File: config.mk
export PLATFORM = sky130hd
export DESIGN_NAME = unsorted_priority_queue
export DESIGN_NICKNAME = d
export VERILOG_FILES = /design/src/design/upq_pkg.sv /design/src/design/upq_front.sv /design/src/design/upq_back.sv /design/src/design/unsorted_priority_queue.sv
export SDC_FILE = /design/constraint.sdc
export NUM_CORES = 2
export LEC_CHECK = 0
export BUFFER_PORTS_ARGS = -buffer_cell sky130_fd_sc_hd__buf_2
export CORE_MARGIN = 2
export CORE_UTILIZATION = 63
export CTS_CLUSTER_DIAMETER = 60
export DETAILED_ROUTE_END_ITERATION = 10
export PLACE_DENSITY = 0.79
export SETUP_SLACK_MARGIN = 0.2
export SLEW_MARGIN = 20
export SYNTH_ARGS = -nofsm -noshare
export SYNTH_HDL_FRONTEND = slang
export SYNTH_SLANG_ARGS = --single-unit
File: constraint.sdc
create_clock -name clock -period 5.3 [get_ports clock]
set_input_delay 1.325 -clock clock [delete_from_list [all_inputs] [get_ports clock]]
set_output_delay 1.325 -clock clock [all_outputs]
set_load 0.05 [all_outputs]
File: src/design/upq_pkg.sv
// ----------------------------------------------------------------------------
// upq_pkg
// Shared types and codes of the unsorted priority queue: operation codes,
// status codes and the request record passed from front to back.
// ----------------------------------------------------------------------------
package upq_pkg;

   typedef logic        [1:0]  op_type;
   typedef logic        [1:0]  status_type;
   typedef logic signed [31:0] value_type;

   // operation codes
   localparam op_type OP_INSERT = 2'd0;
   localparam op_type OP_XMAX   = 2'd1;
   localparam op_type OP_XMIN   = 2'd2;
   localparam op_type OP_SEARCH = 2'd3;

   // status codes
   localparam status_type ST_DONE      = 2'd0;
   localparam status_type ST_NOT_FOUND = 2'd1;
   localparam status_type ST_REFUSED   = 2'd2;
   localparam status_type ST_FULL      = 2'd3;

   localparam int unsigned ENTRIES_W = 7;

   // request as classified by the front part
   typedef struct packed {
      op_type    op;
      value_type value;
   } cmd_type;

endpackage

File: src/design/upq_front.sv
// ----------------------------------------------------------------------------
// upq_front
// Request side: accepts requests, decodes the operation and holds them in a
// two-entry queue until the back part takes them.
// ----------------------------------------------------------------------------
module upq_front (
   input  logic                       clock,
   input  logic                       reset,
   input  logic                       req_push,
   output logic                       req_full,
   input  logic [1:0]                 req_kind,
   input  upq_pkg::value_type         req_value,
   output logic                       cmd_valid,
   output upq_pkg::cmd_type           cmd,
   input  logic                       cmd_pop
);

   upq_pkg::cmd_type slot_ff [2];
   logic             wr_ptr_ff, wr_ptr_in;
   logic             rd_ptr_ff, rd_ptr_in;
   logic [1:0]       fill_ff, fill_in;
   upq_pkg::cmd_type decoded;
   logic             push_ok, pop_ok;

   // operation decode
   always_comb begin
      decoded.value = req_value;
      unique case (req_kind)
         upq_pkg::OP_INSERT: decoded.op = upq_pkg::OP_INSERT;
         upq_pkg::OP_XMAX:   decoded.op = upq_pkg::OP_XMAX;
         upq_pkg::OP_XMIN:   decoded.op = upq_pkg::OP_XMIN;
         default:            decoded.op = upq_pkg::OP_SEARCH;
      endcase
   end

   assign req_full  = (fill_ff == 2'd2);
   assign cmd_valid = (fill_ff != 2'd0);
   assign cmd       = slot_ff[rd_ptr_ff];
   assign push_ok   = req_push && !req_full;
   assign pop_ok    = cmd_pop && cmd_valid;

   // queue pointers and fill level
   always_comb begin
      wr_ptr_in = push_ok ? !wr_ptr_ff : wr_ptr_ff;
      rd_ptr_in = pop_ok ? !rd_ptr_ff : rd_ptr_ff;
      fill_in   = fill_ff;
      if (push_ok && !pop_ok) begin
         fill_in = fill_ff + 2'd1;
      end else if (pop_ok && !push_ok) begin
         fill_in = fill_ff - 2'd1;
      end
   end

   always_ff @(posedge clock) begin
      if (reset) begin
         wr_ptr_ff <= 1'b0;
         rd_ptr_ff <= 1'b0;
         fill_ff   <= 2'd0;
      end else begin
         wr_ptr_ff <= wr_ptr_in;
         rd_ptr_ff <= rd_ptr_in;
         fill_ff   <= fill_in;
      end
   end

   // queue storage
   always_ff @(posedge clock) begin
      if (push_ok) begin
         slot_ff[wr_ptr_ff] <= decoded;
      end
   end

endmodule

File: src/design/upq_back.sv
// ----------------------------------------------------------------------------
// upq_back
// Execution side: holds the value store in a one-read one-write memory, scans
// it one entry per cycle for extractions and searches, and keeps the result
// register that feeds the response side.
// ----------------------------------------------------------------------------
module upq_back #(
   parameter int CAPACITY = 64
) (
   input  logic                       clock,
   input  logic                       reset,
   input  logic                       cmd_valid,
   input  upq_pkg::cmd_type           cmd,
   output logic                       cmd_pop,
   output logic                       rsp_empty,
   input  logic                       rsp_pop,
   output upq_pkg::status_type        rsp_status,
   output upq_pkg::value_type         rsp_result_value,
   output logic [upq_pkg::ENTRIES_W-1:0] rsp_entries
);

   localparam int AW = (CAPACITY > 1) ? $clog2(CAPACITY) : 1;
   localparam int CW = $clog2(CAPACITY + 1);

   localparam logic [1:0] S_IDLE   = 2'd0;
   localparam logic [1:0] S_SCAN   = 2'd1;
   localparam logic [1:0] S_FINISH = 2'd2;

   upq_pkg::value_type mem [CAPACITY];

   logic [1:0]          state_ff, state_in;
   logic [CW-1:0]       count_ff, count_in;
   logic [AW-1:0]       idx_ff, idx_in;
   logic                issue_ff, issue_in;
   logic                rd_valid_ff, rd_valid_in;
   logic [AW-1:0]       rd_idx_ff;
   upq_pkg::value_type  rd_data_ff;
   upq_pkg::op_type     op_ff, op_in;
   upq_pkg::value_type  key_ff, key_in;
   logic                found_ff, found_in;
   upq_pkg::value_type  best_val_ff, best_val_in;
   logic [AW-1:0]       best_idx_ff, best_idx_in;
   upq_pkg::value_type  last_val_ff, last_val_in;

   logic                rsp_valid_ff;
   upq_pkg::status_type rsp_status_ff;
   upq_pkg::value_type  rsp_value_ff;
   logic [upq_pkg::ENTRIES_W-1:0] rsp_entries_ff;

   logic                res_load;
   upq_pkg::status_type res_status;
   upq_pkg::value_type  res_value;

   logic                mem_we;
   logic [AW-1:0]       mem_waddr;
   upq_pkg::value_type  mem_wdata;

   logic [CW-1:0]       count_m1;
   logic [AW-1:0]       last_idx;
   logic                out_free;
   logic                is_full;
   logic                better;

   assign count_m1 = count_ff - CW'(1);
   assign last_idx = count_m1[AW-1:0];
   assign out_free = !rsp_valid_ff || rsp_pop;
   assign is_full  = (count_ff >= CW'(CAPACITY));
   assign better   = (op_ff == upq_pkg::OP_XMAX) ? (rd_data_ff > best_val_ff)
                                                 : (rd_data_ff < best_val_ff);

   // sequencer
   always_comb begin
      state_in    = state_ff;
      count_in    = count_ff;
      idx_in      = idx_ff;
      issue_in    = issue_ff;
      rd_valid_in = (state_ff == S_SCAN) && issue_ff;
      op_in       = op_ff;
      key_in      = key_ff;
      found_in    = found_ff;
      best_val_in = best_val_ff;
      best_idx_in = best_idx_ff;
      last_val_in = last_val_ff;
      cmd_pop     = 1'b0;
      res_load    = 1'b0;
      res_status  = upq_pkg::ST_DONE;
      res_value   = '0;
      mem_we      = 1'b0;
      mem_waddr   = count_ff[AW-1:0];
      mem_wdata   = cmd.value;

      unique case (state_ff)
         S_IDLE: begin
            if (cmd_valid) begin
               // start scan for extractions and searches
               op_in    = cmd.op;
               key_in   = cmd.value;
               idx_in   = '0;
               issue_in = 1'b1;
               found_in = 1'b0;
               unique case (cmd.op)
                  upq_pkg::OP_INSERT: begin
                     if (out_free) begin
                        cmd_pop  = 1'b1;
                        res_load = 1'b1;
                        if (is_full) begin
                           res_status = upq_pkg::ST_FULL;
                        end else begin
                           mem_we   = 1'b1;
                           count_in = count_ff + CW'(1);
                        end
                     end
                  end
                  upq_pkg::OP_XMAX, upq_pkg::OP_XMIN: begin
                     if (count_ff <= CW'(1)) begin
                        if (out_free) begin
                           cmd_pop    = 1'b1;
                           res_load   = 1'b1;
                           res_status = upq_pkg::ST_REFUSED;
                        end
                     end else begin
                        cmd_pop  = 1'b1;
                        state_in = S_SCAN;
                     end
                  end
                  default: begin
                     if (count_ff == '0) begin
                        if (out_free) begin
                           cmd_pop    = 1'b1;
                           res_load   = 1'b1;
                           res_status = upq_pkg::ST_NOT_FOUND;
                        end
                     end else begin
                        cmd_pop  = 1'b1;
                        state_in = S_SCAN;
                     end
                  end
               endcase
            end
         end
         S_SCAN: begin
            // read address stage
            if (issue_ff) begin
               if (idx_ff == last_idx) begin
                  issue_in = 1'b0;
               end else begin
                  idx_in = idx_ff + AW'(1);
               end
            end
            // compare stage on the registered read data
            if (rd_valid_ff) begin
               if (op_ff == upq_pkg::OP_SEARCH) begin
                  if (rd_data_ff == key_ff) begin
                     found_in = 1'b1;
                  end
               end else if ((rd_idx_ff == '0) || better) begin
                  best_val_in = rd_data_ff;
                  best_idx_in = rd_idx_ff;
               end
               if (rd_idx_ff == last_idx) begin
                  last_val_in = rd_data_ff;
                  state_in    = S_FINISH;
               end
            end
         end
         S_FINISH: begin
            if (out_free) begin
               res_load = 1'b1;
               state_in = S_IDLE;
               if (op_ff == upq_pkg::OP_SEARCH) begin
                  res_status = found_ff ? upq_pkg::ST_DONE : upq_pkg::ST_NOT_FOUND;
                  res_value  = found_ff ? key_ff : '0;
               end else begin
                  // fill the hole with the last entry
                  mem_we    = 1'b1;
                  mem_waddr = best_idx_ff;
                  mem_wdata = last_val_ff;
                  count_in  = count_m1;
                  res_value = best_val_ff;
               end
            end
         end
         default: begin
            state_in = S_IDLE;
         end
      endcase
   end

   always_ff @(posedge clock) begin
      if (reset) begin
         state_ff    <= S_IDLE;
         count_ff    <= '0;
         issue_ff    <= 1'b0;
         rd_valid_ff <= 1'b0;
      end else begin
         state_ff    <= state_in;
         count_ff    <= count_in;
         issue_ff    <= issue_in;
         rd_valid_ff <= rd_valid_in;
      end
   end

   always_ff @(posedge clock) begin
      idx_ff      <= idx_in;
      rd_idx_ff   <= idx_ff;
      op_ff       <= op_in;
      key_ff      <= key_in;
      found_ff    <= found_in;
      best_val_ff <= best_val_in;
      best_idx_ff <= best_idx_in;
      last_val_ff <= last_val_in;
   end

   // value store
   always_ff @(posedge clock) begin
      if (mem_we) begin
         mem[mem_waddr] <= mem_wdata;
      end
      rd_data_ff <= mem[idx_ff];
   end

   // result register
   always_ff @(posedge clock) begin
      if (reset) begin
         rsp_valid_ff <= 1'b0;
      end else if (res_load) begin
         rsp_valid_ff <= 1'b1;
      end else if (rsp_pop) begin
         rsp_valid_ff <= 1'b0;
      end
   end

   always_ff @(posedge clock) begin
      if (res_load) begin
         rsp_status_ff  <= res_status;
         rsp_value_ff   <= res_value;
         rsp_entries_ff <= upq_pkg::ENTRIES_W'(count_in);
      end
   end

   assign rsp_empty        = !rsp_valid_ff;
   assign rsp_status       = rsp_status_ff;
   assign rsp_result_value = rsp_value_ff;
   assign rsp_entries      = rsp_entries_ff;

   // checks
   a_count_range: assert property (@(posedge clock) disable iff (reset)
      count_ff <= CW'(CAPACITY))
      else $error("entry count above capacity");

   a_read_in_scan: assert property (@(posedge clock) disable iff (reset)
      rd_valid_ff |-> (state_ff == S_SCAN))
      else $error("read data outside a scan");

   a_refused_keeps_count: assert property (@(posedge clock) disable iff (reset)
      (res_load && (res_status == upq_pkg::ST_REFUSED)) |=> (count_ff == $past(count_ff)))
      else $error("refused extraction changed the count");

   a_no_load_when_held: assert property (@(posedge clock) disable iff (reset)
      (rsp_valid_ff && !rsp_pop) |-> !res_load)
      else $error("result overwritten before it was taken");

endmodule

File: src/design/unsorted_priority_queue.sv
// ----------------------------------------------------------------------------
// unsorted_priority_queue
// Double-ended priority queue over an unordered store of signed values.
// ----------------------------------------------------------------------------
// Usage:
//   Requests enter through req_push/req_full: a request is taken at an edge
//   with req_push high and req_full low. req_kind selects insert, extract
//   maximum, extract minimum or search; req_value is the operand.
//   Each request yields exactly one response, held on rsp_* while rsp_empty
//   is low and removed at an edge with rsp_pop high.
//   An insert, and a refused or trivially answered request, is answered
//   by the execution unit from its idle state. An extraction or search scans
//   the store one entry per cycle through the memory read port and then
//   writes its result from a finish state.
//   A two-entry request queue accepts new requests while a scan runs.
//   If the receiver stalls, the finished response waits in the result
//   register, the execution unit holds its next result, and the request
//   queue fills and raises req_full.
//   Reset empties the store and both queues; store contents are not cleared
//   and need no clearing pass.
// ----------------------------------------------------------------------------
module unsorted_priority_queue #(
   parameter int CAPACITY = 64
) (
   input  logic                          clock,
   input  logic                          reset,
   input  logic                          req_push,
   output logic                          req_full,
   input  logic [1:0]                    req_kind,
   input  logic signed [31:0]            req_value,
   output logic                          rsp_empty,
   input  logic                          rsp_pop,
   output logic [1:0]                    rsp_status,
   output logic signed [31:0]            rsp_result_value,
   output logic [upq_pkg::ENTRIES_W-1:0] rsp_entries
);

   logic             cmd_valid;
   logic             cmd_pop;
   upq_pkg::cmd_type cmd;

   // request side
   upq_front u_front (
      .clock     (clock),
      .reset     (reset),
      .req_push  (req_push),
      .req_full  (req_full),
      .req_kind  (req_kind),
      .req_value (req_value),
      .cmd_valid (cmd_valid),
      .cmd       (cmd),
      .cmd_pop   (cmd_pop)
   );

   // execution side
   upq_back #(
      .CAPACITY (CAPACITY)
   ) u_back (
      .clock            (clock),
      .reset            (reset),
      .cmd_valid        (cmd_valid),
      .cmd              (cmd),
      .cmd_pop          (cmd_pop),
      .rsp_empty        (rsp_empty),
      .rsp_pop          (rsp_pop),
      .rsp_status       (rsp_status),
      .rsp_result_value (rsp_result_value),
      .rsp_entries      (rsp_entries)
   );

endmodule
==> flow_metrics.tcl <==
set metrics [dict create \
    outcome "finished, final reports clean" \
    grt_pass1_vias 43300 \
    drc 0 \
    end_kind "flop" \
    maxCapViolations 0 \
    clk_latency_ns 0.86 \
    dieWidth_um 379.7 \
    die_y_um 379.7 \
    ys_types 52 \
    dr.first_iter.drc_count 6718 \
    fill_cells 7484 \
    totalNegativeSetupSlack_ns 0 \
    p_leak_nw 31.32 \
    synth_fp_nets 3816 \
    grt_max_degree 99 \
    fin_skew_ns 0.04279 \
    regToRegEndpoint "u_back.mem[15][6]$_DFFE_PP_" \
    rsz0062_at_grt "no" \
    start_kind "flop" \
    power_switching_mw 17.14 \
    ir_drop_uv 408.2 \
    worstReg2RegStart "u_back.state_ff[1]$_SDFFE_PP0P_" \
    cts.sinks 2323 \
    hold_class "reg2reg" \
    yosys_warnings 0 \
    yosys_most_used_dff "edfxtp_1" \
    swShare_pct 30.94 \
    max_freq_mhz 252.8 \
    antenna_found_initial 25 \
    timing.final.crit_share_pct 74.63 \
    avgSynthCellArea_um2 23.78 \
    area_growth_pct 12.51 \
    seq_power_share_pct 42.5 \
    min_path_cells 2 \
    reg2reg_setup_slack_ns 1.34 \
    cp.required_ns 5.79 \
    r2r_cells 6 \
    crit_path_cell_trace "nor2b_1 -> and3_1 -> a41oi_1 -> nand2b_1 -> nor2_4 -> buf_4" \
    power_density_nw_per_um2 553.6 \
    cts_max_level 4 \
    gp_congestion 0.8953 \
    cts_root_buf "clkbuf_16" \
    final-seq-area_um2 69210 \
    cp_top_family "simple AND/OR/NAND/NOR gates" \
    final_cell_count_no_fill 6082 \
    ys_ff_latch 2323 \
    path_max_fanout 19 \
    antenna_left 0 \
    hold_slack_ns 0.4863 \
    wl_per_cell_um 36.05 \
    power.internal_mw 38.25 \
    portBuffers 80 \
    clockBufferDepth 3 \
    comb_power_share_pct 28.9 \
    ctsHoldBuffers 0 \
    rows 137 \
    synth_edf_count 2268 \
    final_common_cell "edfxtp_1" \
    hold_end "u_back.rd_valid_ff$_SDFF_PP0_" \
    slew_headroom_pct 28.49 \
    yosysSeqAreaShare_pct 77.83 \
    min_period_ns 3.955 \
    async_flop_share_pct 0 \
    clkPwrFrac_pct 28.7 \
    cts_resized 0 \
    multi_input_comb_area_um2 19300 \
    grt_remaining_overflow 0 \
    core-area_um2 139900 \
    vias 42740 \
    synthCells 3739 \
    final-max-slew-violation-count 0 \
    crit_path_max_incr_delay_ns 0.73 \
    io_pins 81 \
    cp_slowest_cell "nand2b_1" \
    layout.nets 4089 \
    track_usage_pct 30.97 \
    routed_via_density 7.027 \
    dp.cells 5667 \
    cts_tree "done" \
    crit_arrival_ns 4.45 \
    cts_setup_buffers 0 \
    initial_utilization_pct 63.57 \
    setup_viol 0 \
    dr.pass1.iters 6 \
    hp-start "u_back.issue_ff$_SDFFE_PP0P_" \
    drive_gt1_share_pct 32.48 \
    layout_common_cells "2268 x edfxtp_1, 672 x mux4_2, 224 x clkbuf_16, 135 x buf_4, 80 x buf_2" \
    hold_viol_final 0 \
    syn_area_um2 88920 \
    grt_first_pass_wirelength_mm 317.5 \
    die_area_um2 144200 \
    cts_buffers 218 \
    wirelength_mm 219.3 \
    clk_pin_slew_worst_paths_ns 0.07 \
    hpwl_mm 122.0 \
    worst_pin_slew_ns 1.070 \
    worstPathBufferInverterCount 1 \
    critical_path_class "reg2reg" \
]
## worst max path at each step
stage | startpoint | to | slack, ns | depth (start not counted)
after floorplan | rsp_pop | u_back.mem[43][0]$_DFFE_PP_ | 0.71 | 8
after global placement | rsp_pop | u_back.mem[15][26]$_DFFE_PP_ | 0.74 | 8
after detailed placement | rsp_pop | u_back.mem[15][25]$_DFFE_PP_ | 0.68 | 8
after CTS | u_back.state_ff[1]$_SDFFE_PP0P_ | u_back.mem[53][2]$_DFFE_PP_ | 1.46 | 7
after global routing | u_back.state_ff[1]$_SDFFE_PP0P_ | u_back.mem[53][2]$_DFFE_PP_ | 1.22 | 7
final | u_back.state_ff[1]$_SDFFE_PP0P_ | u_back.mem[15][6]$_DFFE_PP_ | 1.34 | 6
## metal layers
metal / GRT usage (%) / part of all wire [%] / vias to the layer above
met4: 9.002 / 2.8 / 10
met3: 6.456 / 11 / 403
met1: 42.94 / 35 / 22650
li1: - / - / 16500
met2: 50.89 / 51 / 3179
met5: 0 / 0.034 / -
## state kept, by name, indices dropped and copies added, names as in the netlist, 2 cells and up, named ones only
register and cells:
u_back.op_ff 2, u_back.rsp_status 2, u_back.rd_data_ff 32, u_front.fill_ff 2, u_front.slot_ff 68, u_back.state_ff 2
u_back.best_idx_ff 6, u_back.rsp_entries 7, u_back.key_ff 32, u_back.count_ff 7, u_back.mem 2048, u_back.rsp_result_value 32
u_back.last_val_ff 32, u_back.idx_ff 6, u_back.best_val_ff 32, u_back.rd_idx_ff 6
## layout make-up
| class | count | share of cell area (%) |
|---|---|---|
| multi-input combinational | 1192 | 19.29 |
| timing repair buffer | 233 | 1.773 |
| inverter | 44 | 0.1651 |
| antenna | 3 | 0.007503 |
| sequential | 2323 | 69.17 |
| tap | 1876 | 2.346 |
| clock buffer | 298 | 6.090 |
| clock inverter | 113 | 1.154 |
## synthesized netlist by cell type (all sizes together), types with 12 or more instances
| cell type | number | area share [%] |
|---|---|---|
| mux4 | 672 | 17 |
| nand4 | 17 | 0.12 |
| clkbuf | 103 | 0.43 |
| ha | 39 | 0.55 |
| mux2 | 65 | 0.82 |
| a21oi | 21 | 0.12 |
| buf | 77 | 0.48 |
| nand3 | 13 | 0.073 |
| nand2b | 12 | 0.084 |
| inv | 44 | 0.19 |
| dfxtp | 55 | 1.2 |
| o21ai | 40 | 0.23 |
| xor2 | 22 | 0.22 |
| edfxtp | 2268 | 77 |
| xnor2 | 36 | 0.35 |
| nand2 | 60 | 0.25 |
| nor2 | 99 | 0.42 |
## stage by stage
step | utilization, % | area, um2 | power (mW) | worst slack [ns]
floorplan | - | 88920 | 33.80 | 0.7137
global placement | 66.30 | 92740 | 38.93 | 0.7413
detailed placement | 66.30 | 92740 | 39.34 | 0.6765
CTS | 71.49 | 99990 | 55.37 | 1.457
global route | 71.53 | 100000 | 56.86 | 1.224
finish | 71.53 | 100100 | 55.39 | 1.345
## worst register-to-register path: stages, from the launching register on
cell and delay, ns:
dfxtp_1 0.47, nor2b_1 0.38, and3_1 0.53, a41oi_1 0.36, nand2b_1 0.73, nor2_4 0.70, buf_4 0.43
## power groups by stage
stage | logic, mW | clock network (mW) | registers (mW)
3_5_place_dp | 15.5 | 0 | 23.9
2_1_floorplan | 9.71 | 0 | 24.1
4_1_cts | 15.8 | 16.0 | 23.5
6_report | 16.0 | 15.9 | 23.5
3_3_place_gp | 15.1 | 0 | 23.8
5_1_grt | 16.6 | 16.7 | 23.6
## kinds of logic after synthesis
logic type / synth area share (%)
XOR/XNOR: 0.5980
multiplexers: 17.92
adder cells (fa/ha/maj): 0.5487
flip-flops: 77.83
AO/OA/AOI/OAI: 0.7035
buffers and inverters: 1.097
AND/OR/NAND/NOR: 1.304
No activity file was read; power rests on OpenSTA's default activity.
